**config.mk**
```make
export PLATFORM = sky130hd
export DESIGN_NAME = apo_ctrl
export DESIGN_NICKNAME = d
export VERILOG_FILES = /design/src/apo_pkg.sv /design/src/apo_ctrl.sv
export SDC_FILE = /design/constraint.sdc
export NUM_CORES = 1
export LEC_CHECK = 0
export ABC_AREA = 1
export BUFFER_PORTS_ARGS = -buffer_cell sky130_fd_sc_hd__buf_2
export CELL_PAD_IN_SITES_DETAIL_PLACEMENT = 0
export CELL_PAD_IN_SITES_GLOBAL_PLACEMENT = 1
export CORE_UTILIZATION = 25
export DETAILED_ROUTE_END_ITERATION = 12
export PLACE_DENSITY = 0.76
export SLEW_MARGIN = 5
export SYNTH_ARGS = -nofsm -noshare
export SYNTH_HDL_FRONTEND = slang
export SYNTH_SLANG_ARGS = --single-unit
```
**constraint.sdc**
```tcl
create_clock -name clk -period 1.3 [get_ports clk]
set_clock_uncertainty 0.1 [all_clocks]
set_input_delay 0.26 -clock clk [delete_from_list [all_inputs] [get_ports clk]]
set_output_delay 0.26 -clock clk [all_outputs]
set_load 0.005 [all_outputs]
```
**src/apo_pkg.sv**
```systemverilog
`timescale 1ns / 1ps
package apo_pkg;

  localparam int ALPHA_ROM_DEPTH_DEF = 4096;
  localparam int DATA_WIDTH_DEF      = 32;

  localparam logic [1:0] FUNC_UPDATE = 2'd0;
  localparam logic [1:0] FUNC_SETCMD = 2'd1;
  localparam logic [1:0] FUNC_CLEAR  = 2'd2;
  localparam logic [1:0] FUNC_RSVD   = 2'd3;

  localparam logic [1:0] HOW_HELD   = 2'd0;
  localparam logic [1:0] HOW_REINIT = 2'd1;
  localparam logic [1:0] HOW_FILT   = 2'd2;

  localparam logic [1:0] REG_TAU_X   = 2'd0;
  localparam logic [1:0] REG_TAU_Y   = 2'd1;
  localparam logic [1:0] REG_MAX_GAP = 2'd2;

  localparam logic [31:0] MAX_GAP_RESET = 32'd250000000;

  typedef struct packed {
    logic [1:0]         func;
    logic [62:0]        stamp;
    logic signed [31:0] meas_x;
    logic signed [31:0] meas_y;
    logic signed [31:0] meas_z;
    logic signed [31:0] cmd_x;
    logic signed [31:0] cmd_y;
  } in_item_t;

  typedef struct packed {
    logic signed [31:0] est_x;
    logic signed [31:0] est_y;
    logic signed [31:0] est_z;
    logic [1:0]         how_made;
  } out_item_t;

  // controller -> datapath
  typedef struct packed {
    logic load;      // capture input item
    logic decide;    // classify update
    logic div_start; // start index division for the current axis
    logic div_step;  // one quotient bit
    logic rom_rd;    // alpha lookup
    logic mul1;      // prediction products
    logic mul2;      // prediction sum
    logic mul3;      // correction product
    logic wr_axis;   // store the axis result
    logic axis;      // 0 X, 1 Y
    logic commit;    // write state for the classified update
    logic setcmd;
    logic clear;
  } dp_cmd_t;

  // datapath -> controller
  typedef struct packed {
    logic [1:0] func;
    logic [1:0] how;
    logic       div_done;
    logic       tau_zero;
  } dp_sts_t;

  // unsigned long division, shift and subtract
  function automatic logic [63:0] udiv64(input logic [63:0] num, input logic [63:0] den);
    logic [63:0] q;
    logic [64:0] r;
    q = '0;
    r = '0;
    for (int b = 63; b >= 0; b--) begin
      r = {r[63:0], num[b]};
      if (r >= {1'b0, den}) begin
        r    = r - {1'b0, den};
        q[b] = 1'b1;
      end
    end
    return q;
  endfunction

  // exp(-f/256) in Q30, series through the 16th-order term with truncated terms
  function automatic logic [63:0] exp_q30(input int unsigned f);
    logic [63:0] sum;
    logic [63:0] term;
    sum  = 64'd1 << 30;
    term = 64'd1 << 30;
    for (int n = 1; n <= 16; n++) begin
      term = udiv64(term * 64'(f), 64'd256 * 64'(n));
      if ((n & 1) == 1) sum = sum - term;
      else sum = sum + term;
    end
    if (sum[63]) sum = '0;
    return sum;
  endfunction

  // ROM entry, used to fill the alpha table in the datapath
  function automatic logic [15:0] alpha_entry(input int unsigned idx);
    logic [63:0] v;
    logic [63:0] e1;
    logic [63:0] r;
    v  = exp_q30(idx & 32'd255);
    e1 = exp_q30(256);
    for (int k = int'(idx >> 8); k > 0; k--) begin
      if (v != 0) v = (v * e1 + (64'd1 << 29)) >> 30;
    end
    r = (v + 64'd8192) >> 14;
    if (r > 64'd65535) r = 64'd65535;
    return r[15:0];
  endfunction

endpackage

```
**src/apo_ctrl.sv**
```systemverilog
`timescale 1ns / 1ps
module apo_ctrl (
  input  logic              clk,
  input  logic              rst,
  input  logic              in_valid,
  output logic              in_stall,
  output logic              out_valid,
  input  logic              out_stall,
  input  apo_pkg::dp_sts_t  sts,
  output apo_pkg::dp_cmd_t  cmd
);
  import apo_pkg::*;

  localparam logic [3:0] S_IDLE   = 4'd0;
  localparam logic [3:0] S_DEC    = 4'd1;
  localparam logic [3:0] S_DIVGO  = 4'd2;
  localparam logic [3:0] S_DIV    = 4'd3;
  localparam logic [3:0] S_ROM    = 4'd4;
  localparam logic [3:0] S_MUL1   = 4'd5;
  localparam logic [3:0] S_MUL2   = 4'd6;
  localparam logic [3:0] S_MUL3   = 4'd7;
  localparam logic [3:0] S_WR     = 4'd8;
  localparam logic [3:0] S_COMMIT = 4'd9;
  localparam logic [3:0] S_OUT    = 4'd10;

  logic [3:0] state;
  logic [3:0] state_next;
  logic       axis;
  logic       axis_next;

  // state register
  always_ff @(posedge clk) begin
    if (rst) begin
      state <= S_IDLE;
      axis  <= 1'b0;
    end else begin
      state <= state_next;
      axis  <= axis_next;
    end
  end

  assign in_stall  = (state != S_IDLE);
  assign out_valid = (state == S_OUT);

  // sequencing
  always_comb begin
    state_next = state;
    axis_next  = axis;
    cmd        = '0;
    cmd.axis   = axis;
    case (state)
      S_IDLE: begin
        if (in_valid) begin
          cmd.load   = 1'b1;
          state_next = S_DEC;
        end
      end
      S_DEC: begin
        if (sts.func == FUNC_SETCMD) begin
          cmd.setcmd = 1'b1;
          state_next = S_IDLE;
        end else if (sts.func == FUNC_CLEAR) begin
          cmd.clear  = 1'b1;
          state_next = S_IDLE;
        end else if (sts.func == FUNC_UPDATE) begin
          cmd.decide = 1'b1;
          axis_next  = 1'b0;
          state_next = S_DIVGO;
        end else begin
          state_next = S_IDLE;
        end
      end
      S_DIVGO: begin
        if (sts.how != HOW_FILT) begin
          state_next = S_COMMIT;
        end else if (sts.tau_zero) begin
          state_next = S_WR;
        end else begin
          cmd.div_start = 1'b1;
          state_next    = S_DIV;
        end
      end
      S_DIV: begin
        cmd.div_step = 1'b1;
        if (sts.div_done) state_next = S_ROM;
      end
      S_ROM: begin
        cmd.rom_rd = 1'b1;
        state_next = S_MUL1;
      end
      S_MUL1: begin
        cmd.mul1   = 1'b1;
        state_next = S_MUL2;
      end
      S_MUL2: begin
        cmd.mul2   = 1'b1;
        state_next = S_MUL3;
      end
      S_MUL3: begin
        cmd.mul3   = 1'b1;
        state_next = S_WR;
      end
      S_WR: begin
        cmd.wr_axis = 1'b1;
        if (axis) begin
          state_next = S_COMMIT;
        end else begin
          axis_next  = 1'b1;
          state_next = S_DIVGO;
        end
      end
      S_COMMIT: begin
        cmd.commit = 1'b1;
        state_next = S_OUT;
      end
      S_OUT: begin
        if (!out_stall) state_next = S_IDLE;
      end
      default: state_next = S_IDLE;
    endcase
  end

endmodule

```
==> results.sh, run 1 <==
export IMPL_diodes=0
export IMPL_setup_viol=15
export IMPL_muxShareOfSynthArea_pct=0
export IMPL_r2r_start="state[0]"
export IMPL_drc=0
export IMPL_synth_compound_area_share_pct=4.47
export IMPL_grt_pass1_vias=526
export IMPL_cp_required_ps=940
export IMPL_avgRoutedWirePerCell_um=8.90
export IMPL_core_area_um2=1590
export IMPL_yosys_cell_types_count=13
export IMPL_crit_family="flip-flops"
export IMPL_critPathArrivalTime_ps=1180
export IMPL_synth_simple_gate_area_share_pct=51.4
export IMPL_leakage_nw=0.502
export IMPL_drive_above_1_share_pct=50.8
export IMPL_swShare_pct=34.1
export IMPL_numCtsBuffers=3
export IMPL_vdd_drop_max_mv=0.627
export IMPL_vias_per_cell=4.20
export IMPL_synth_top_family_by_area="simple AND/OR/NAND/NOR gates"
export IMPL_cp_slowest_cell="dfxtp_2"
export IMPL_grt_max_degree=7
export IMPL_vias=605
export IMPL_slew_violations=0
export IMPL_seqPwrFrac_pct=31.5
export IMPL_critPathMaxFanout=4
export IMPL_p_int_uw=372
export IMPL_final_common_cell="buf_2"
export IMPL_finalWorstSetupSlack_ps=-238
export IMPL_synthTopCellsByArea="dfxtp_1, nand2_1, inv_1"
export IMPL_postSynthAreaPerCell_um2=5.21
export IMPL_hold_path_class="in2reg"
export IMPL_numClockSinks=5
export IMPL_power_frac_comb_pct=36.5
export IMPL_r2r_worst_path_cells=9
export IMPL_cts_buffer_depth=2
export IMPL_ff2ff_setup_slack_ps=-30
export IMPL_p_per_area_nw_per_um2=749
export IMPL_drt_iter0_drc=8
export IMPL_max_cap_violations=0
export IMPL_worstHoldStart="rst"
export IMPL_dp_hpwl_um=970
export IMPL_rows=14
export IMPL_die_area_um2=1970
export IMPL_slew_headroom_pct=84.3
export IMPL_place_ws_ps=-33.8
export IMPL_ant_nets=0
export IMPL_placement_io_buffers=24
export IMPL_cts_root_buffer="clkbuf_4"
export IMPL_cp_depth=5
export IMPL_worst_path_most_repeated_cell="nor3_2"
export IMPL_seq_area_frac_synth_pct=22.3
export IMPL_layout_nets=131
export IMPL_syn_nets=96
export IMPL_grt_ovfl_total=0
export IMPL_path_class="reg2out"
export IMPL_worstHoldEndpoint="state[0]"
export IMPL_final_core_util_pct=47.3
export IMPL_cts_tree="done"
export IMPL_track_usage_pct=14.0
export IMPL_io_pins=25
export IMPL_grt_pass1_wl_um=2030
export IMPL_holdPathStages=2
export IMPL_cp_end_kind="output port"
export IMPL_violations="setup timing"
export IMPL_syn2layout_area_growth_pct=68.2
export IMPL_routed_wl_um=1280
export IMPL_synth_top_area_share_pct=22.3
export IMPL_yosysTopAreaCell="dfxtp_1"
export IMPL_cp_cell_sequence="inv_2 -> nor3_2 -> inv_1 -> nor3_2 -> buf_2"
export IMPL_synthXorXnorAreaFrac_pct=0
export IMPL_synthCells=86
export IMPL_reg2reg_to="state[3]"
export IMPL_path_clk_slew_ps=50
export IMPL_setup_worst_path_start="state[0]"
export IMPL_yosysWarningCount=0
export IMPL_syn_area_um2=448
export IMPL_final_cell_mix="buf_2, inv_1, nand2_1"
export IMPL_holdBufCountCts=0
export IMPL_period_share_pct=118
export IMPL_status="finished with violations"
export IMPL_h_tree_depth=1
export IMPL_yosys_register_bits=5
export IMPL_min_period_ps=1540
export IMPL_die_y_um=44.3
export IMPL_tightest_slew_ps=234
export IMPL_antenna_found_initial=0
export IMPL_hold_viol_final=0
export IMPL_yosys_area_share_adder_pct=0
export IMPL_worstSetupStartpointType="flop"
export IMPL_cpPeakStageDelay_ps=350
export IMPL_first_pass_iters=4
export IMPL_max_freq_ghz=0.650
export IMPL_p_sw_uw=193
export IMPL_clk_insertion_delay_late_ps=240
export IMPL_power_frac_clock_pct=32.0
export IMPL_rsz0062_at_grt="true"
export IMPL_worst_path_buf_inv=3
export IMPL_die_width_um=44.3
export IMPL_initial_core_util_pct=28.1
export IMPL_place_gp_congestion=0.721
## cells in the mapped netlist
master    number
nand3_1        7
nor2_1        16
a21oi_1        3
nor3_1         3
nand2_1       22
nor3_2         1
dfxtp_1        5
nor2_2         2
inv_2          1
nand3b_1       2
buf_4          2
inv_1         21
o21ai_0        1
## stage by stage
step	instance area (µm²)	setup TNS [ps]	std cells	hold slack (ps)	total power [mW]
after floorplan	448	0	86	229	0.272
after global placement	613	0	136	393	0.333
after detailed placement	613	-58.9	136	390	0.334
after CTS	677	-2610	143	123	0.541
after global routing	753	-3710	144	133	0.608
final	753	-2310	144	121	0.564
## worst max path at each step
stage / endpoint
finish: cmd[0]
global route: cmd[1]
CTS: cmd[1]
detailed placement: cmd[1]
global placement: cmd[1]
floorplan: cmd[0]
## metal layers
metal	GRT usage [%]	vias to the layer above	share of wire, %	routed length, µm
li1	-	322	-	-
met1	17.3	260	47	604
met2	21.2	19	45	576
met3	3.67	4	4.7	60
met4	9.70	0	3.1	40
met5	0	-	0	0
## area by class of cell
cell class                 count  area (µm²)
sequential                     5         108
clock buffer                   4        26.3
inverter                      22        85.1
tap                           24        30.0
multi-input combinational     57         320
timing repair buffer          32         184
fill                         177         841
## power groups by stage
stage / sequential (mW) / combinational [mW] / clock (mW)
2_1_floorplan: 0.176 / 0.0963 / 0
3_3_place_gp: 0.177 / 0.156 / 0
3_5_place_dp: 0.177 / 0.157 / 0
4_1_cts: 0.177 / 0.178 / 0.186
5_1_grt: 0.179 / 0.230 / 0.199
6_report: 0.178 / 0.206 / 0.181
## state kept, by name, summed over array words and instances, names as in the netlist
signal  flops
axis        1
state       4
## logic make-up after synthesis
logic type,after synthesis
buffers and inverters,24
and+or+nand+nor,53
AOI/OAI and AO/OA,4
DFF,5
## repair_timing
| item | CTS | global route |
|---|---|---|
| endpoints found under the hold margin | 0 | 0 |
| buffers inserted | 3 | 1 |
| setup endpoints to repair | 15 | 18 |
| resized for setup | 10 | 19 |
| pin swaps | 4 | 6 |
(Power assumes the default switching activity.)
==> run 2, diff against run 1 <==
- BUFFER_PORTS_ARGS: -buffer_cell sky130_fd_sc_hd__buf_2 -> -buffer_cell sky130_fd_sc_hd__buf_4
- SLEW_MARGIN: 5 -> 0
==> results.sh, run 2 (same netlist as run 1, synthesis figures left out) <==
export IMPL_worstSetupStartpointType="flop"
export IMPL_grt_max_degree=7
export IMPL_die_area_um2=1970
export IMPL_cts_tree="done"
export IMPL_final_common_cell="buf_4"
export IMPL_rows=14
export IMPL_leakage_nw=0.558
export IMPL_path_clk_slew_ps=40
export IMPL_rsz0062_at_grt="true"
export IMPL_cts_buffer_depth=2
export IMPL_avgRoutedWirePerCell_um=10.8
export IMPL_setup_viol=18
export IMPL_status="finished with violations"
export IMPL_dp_hpwl_um=1050
export IMPL_violations="setup timing"
export IMPL_die_y_um=44.3
export IMPL_path_class="reg2out"
export IMPL_track_usage_pct=15.3
export IMPL_place_gp_congestion=0.754
export IMPL_critPathMaxFanout=3
export IMPL_vias_per_cell=4.43
export IMPL_drt_iter0_drc=16
export IMPL_reg_top3="state: 4 flops, axis: 1 flops"
export IMPL_grt_pass1_vias=569
export IMPL_vdd_drop_max_mv=0.545
export IMPL_max_cap_violations=0
export IMPL_vias=673
export IMPL_numClockSinks=5
export IMPL_grt_use_met3_pct=2.45
export IMPL_finalSetupTns_ps=-3120
export IMPL_drc=0
export IMPL_max_freq_ghz=0.620
export IMPL_numCtsBuffers=3
export IMPL_h_tree_depth=1
export IMPL_largest_reg_flops=4
export IMPL_initial_core_util_pct=28.1
export IMPL_ant_nets=0
export IMPL_busiest_layer="met2"
export IMPL_die_width_um=44.3
export IMPL_first_pass_iters=4
export IMPL_clk_insertion_delay_late_ps=240
export IMPL_hold_viol_final=0
export IMPL_top_register="state"
export IMPL_tightest_slew_ps=215
export IMPL_p_per_area_nw_per_um2=638
export IMPL_layout_nets=139
export IMPL_slew_violations=0
export IMPL_whs_ps=100
export IMPL_use_met1_pct=16.3
export IMPL_cp_required_ps=940
export IMPL_slew_headroom_pct=85.6
export IMPL_drive_above_1_share_pct=64.8
export IMPL_grt_ovfl_total=0
export IMPL_finalWorstSetupSlack_ps=-312
export IMPL_antenna_found_initial=0
export IMPL_met2_usage_pct=28.8
export IMPL_routed_wl_um=1650
export IMPL_cts_root_buffer="clkbuf_4"
export IMPL_grt_pass1_wl_um=2200
export IMPL_final_cell_mix="buf_4, inv_1, nor2_1, nand2_1"
export IMPL_placed_cell_area_um2=673
export IMPL_final_area_um2=957
export IMPL_io_pins=25
export IMPL_syn2layout_area_growth_pct=114
export IMPL_diodes=0
export IMPL_hold_path_class="in2reg"
export IMPL_cp_end_kind="output port"
export IMPL_period_share_pct=124
export IMPL_fill_cells=141
export IMPL_critPathArrivalTime_ps=1250
export IMPL_placement_io_buffers=24
export IMPL_min_period_ps=1610
export IMPL_core_area_um2=1590
[run 2: cell types whose count changed in the layout (fill, tap and decap cells not counted), sizes merged]
cell	change
buf	+8
[run 2: repair_timing]
action / CTS / global route
gates resized for setup: 29 / 31
pin swaps: 3 / 8
hold buffers: 0 / 0
buffers inserted: 9 / 3
setup endpoints to repair: 14 / 19
[run 2: final cells by class]
type / count / area [µm²] / share of cell area (%)
sequential: 5 / 113 / 11.8
timing repair buffer: 40 / 334 / 34.9
inverter: 22 / 90.1 / 9.41
multi-input combinational: 57 / 364 / 38.0
clock buffer: 4 / 26.3 / 2.75
tap: 24 / 30.0 / 3.14
[run 2: critical path, cell delays in order (launching register included)]
cell     delay (ps)
dfxtp_4         360
inv_4            60
nand2_2          70
nor3_4          160
nand3_1         150
inv_1            90
buf_4           110
[run 2: metal layers]
metal  vias to the layer above  share of wire, %  routed length, µm
met5                         -                 0                  0
met4                         0               2.3                 38
met3                         4               3.5                 58
met2                        21                53                866
met1                       305                42                684
li1                        343                 -                  -
[run 2: final timing paths]
check	slack, ps	cells after the start	end	start
worst min register to register	490	2	axis	axis
worst max register to register	-130	12	state[1]	state[3]
worst max-delay path	-310	6	cmd[11]	state[3]
worst min-delay path	100	2	state[3]	rst
[run 2: power by group]
part	internal, mW	switching [mW]
combinational	0.120	0.129
sequential	0.164	0.0192
clock	0.116	0.0615
total	0.401	0.210
[run 2: per-stage QoR]
stage	setup slack [ps]	utilization (%)	total power [mW]	instances
after floorplan	108	-	0.272	86
after global placement	-16.4	42.2	0.354	136
after detailed placement	-54.0	42.2	0.355	136
after CTS	-260	52.7	0.580	149
after global routing	-388	60.0	0.653	152
final	-312	60.0	0.610	152
==> run 3, diff against run 2 <==
- PLACE_DENSITY: 0.76 -> 0.83
==> results.sh, run 3 (same netlist as run 1, synthesis figures left out) <==
export IMPL_status="finished with violations"
export IMPL_violations="setup timing"
export IMPL_use_met1_pct=18.0
export IMPL_grt_pass1_wl_um=2300
export IMPL_reg_top3="state: 4 flops, axis: 1 flops"
export IMPL_dp_hpwl_um=1060
export IMPL_avgRoutedWirePerCell_um=9.97
export IMPL_met2_usage_pct=28.8
export IMPL_rsz0062_at_grt="true"
export IMPL_numCtsBuffers=3
export IMPL_hold_viol_final=0
export IMPL_ff2ff_setup_slack_ps=-160
export IMPL_die_y_um=44.3
export IMPL_track_usage_pct=15.4
export IMPL_period_share_pct=119
export IMPL_min_period_ps=1550
export IMPL_whs_ps=106
export IMPL_numClockSinks=5
export IMPL_ant_nets=0
export IMPL_largest_reg_flops=4
export IMPL_grt_pass1_vias=578
export IMPL_worstSetupStartpointType="flop"
export IMPL_p_per_area_nw_per_um2=717
export IMPL_vdd_drop_max_mv=0.507
export IMPL_drive_above_1_share_pct=59.7
export IMPL_r2r_start="state[0]"
export IMPL_max_freq_ghz=0.644
export IMPL_core_area_um2=1590
export IMPL_max_cap_violations=0
export IMPL_place_gp_congestion=0.741
export IMPL_diodes=0
export IMPL_drt_iter0_drc=6
export IMPL_busiest_layer="met2"
export IMPL_die_area_um2=1970
export IMPL_setup_viol=17
export IMPL_first_pass_iters=4
export IMPL_slew_headroom_pct=87.0
export IMPL_die_width_um=44.3
export IMPL_path_class="reg2out"
export IMPL_cp_end_kind="output port"
export IMPL_vias_per_cell=4.22
export IMPL_critPathMaxFanout=2
export IMPL_antenna_found_initial=0
export IMPL_grt_ovfl_total=0
export IMPL_dp_cells=137
export IMPL_grt_max_degree=7
export IMPL_slew_violations=0
export IMPL_final_common_cell="buf_4"
export IMPL_initial_core_util_pct=28.1
export IMPL_finalPower_uw=626
export IMPL_cts_tree="done"
export IMPL_syn2layout_area_growth_pct=95.0
export IMPL_finalSetupTns_ps=-2810
export IMPL_leakage_nw=0.501
export IMPL_tightest_slew_ps=194
export IMPL_fin_cells=148
export IMPL_cts_buffer_depth=2
export IMPL_reg2reg_to="state[0]"
export IMPL_placement_io_buffers=24
export IMPL_drc=0
export IMPL_final_cell_mix="buf_4, nand2_1, inv_1"
export IMPL_grt_use_met3_pct=0
export IMPL_rows=14
export IMPL_cp_required_ps=940
export IMPL_setup_worst_path_start="state[2]"
export IMPL_r2r_worst_path_cells=10
export IMPL_io_pins=25
export IMPL_path_clk_slew_ps=40
export IMPL_critPathArrivalTime_ps=1190
export IMPL_critPathCapture="cmd[9]"
export IMPL_routed_wl_um=1480
export IMPL_top_register="state"
export IMPL_hold_path_class="in2reg"
export IMPL_layout_nets=135
export IMPL_finalWorstSetupSlack_ps=-253
export IMPL_h_tree_depth=1
export IMPL_vias=625
export IMPL_clk_insertion_delay_late_ps=240
export IMPL_cts_root_buffer="clkbuf_4"
[run 3: routing by layer]
metal  share of wire, %  vias to the layer above
met5                  0                        -
met4                1.2                        0
met3                2.4                        2
met2                 55                       15
met1                 41                      276
li1                   -                      332
[run 3: layout make-up]
cell class              count  area (µm²)
fillers                   153         721
multi-input cells          57         335
repair buffers             36         289
flip-flops and latches      5         108
inverters                  22        85.1
well taps                  24        30.0
clock buffers               4        26.3
[run 3: worst min path at each step]
stage / to / slack (ps) / from / cells past startpoint
6_report: state[2] / 110 / rst / 2
5_1_grt: state[2] / 110 / rst / 2
4_1_cts: state[2] / 90 / rst / 2
3_5_place_dp: state[2] / 360 / rst / 2
3_3_place_gp: state[3] / 360 / rst / 2
2_1_floorplan: state[0] / 230 / rst / 1
[run 3: critical path, cell delays in order, from the launching register on]
cell and delay (ps):
dfxtp_2 330, buf_4 130, nor2_1 150, buf_4 140, nand2_1 60, inv_1 50, buf_4 100
[run 3: stage by stage]
step                setup WS (ps)  utilization [%]  cell area [µm²]
finish                       -253             54.8              873
global placement            -21.9             42.7              681
floorplan                     108                -              448
detailed placement          -65.5             42.7              681
global route                 -308             54.8              873
CTS                          -253             49.2              785
[run 3: power breakdown]
part / total, mW / switching [mW] / leakage, nW / internal [mW]
combinational: 0.275 / 0.136 / 0.443 / 0.139
clock: 0.173 / 0.0574 / 0.0150 / 0.116
sequential: 0.178 / 0.0134 / 0.0427 / 0.165
total: 0.626 / 0.207 / 0.501 / 0.420
[run 3: repair_timing]
item	in CTS	in global routing
buffers inserted	7	0
setup endpoints to repair	15	19
hold buffers	0	0
hold endpoints to repair	0	0
pin swaps	3	4
resized for setup	13	31
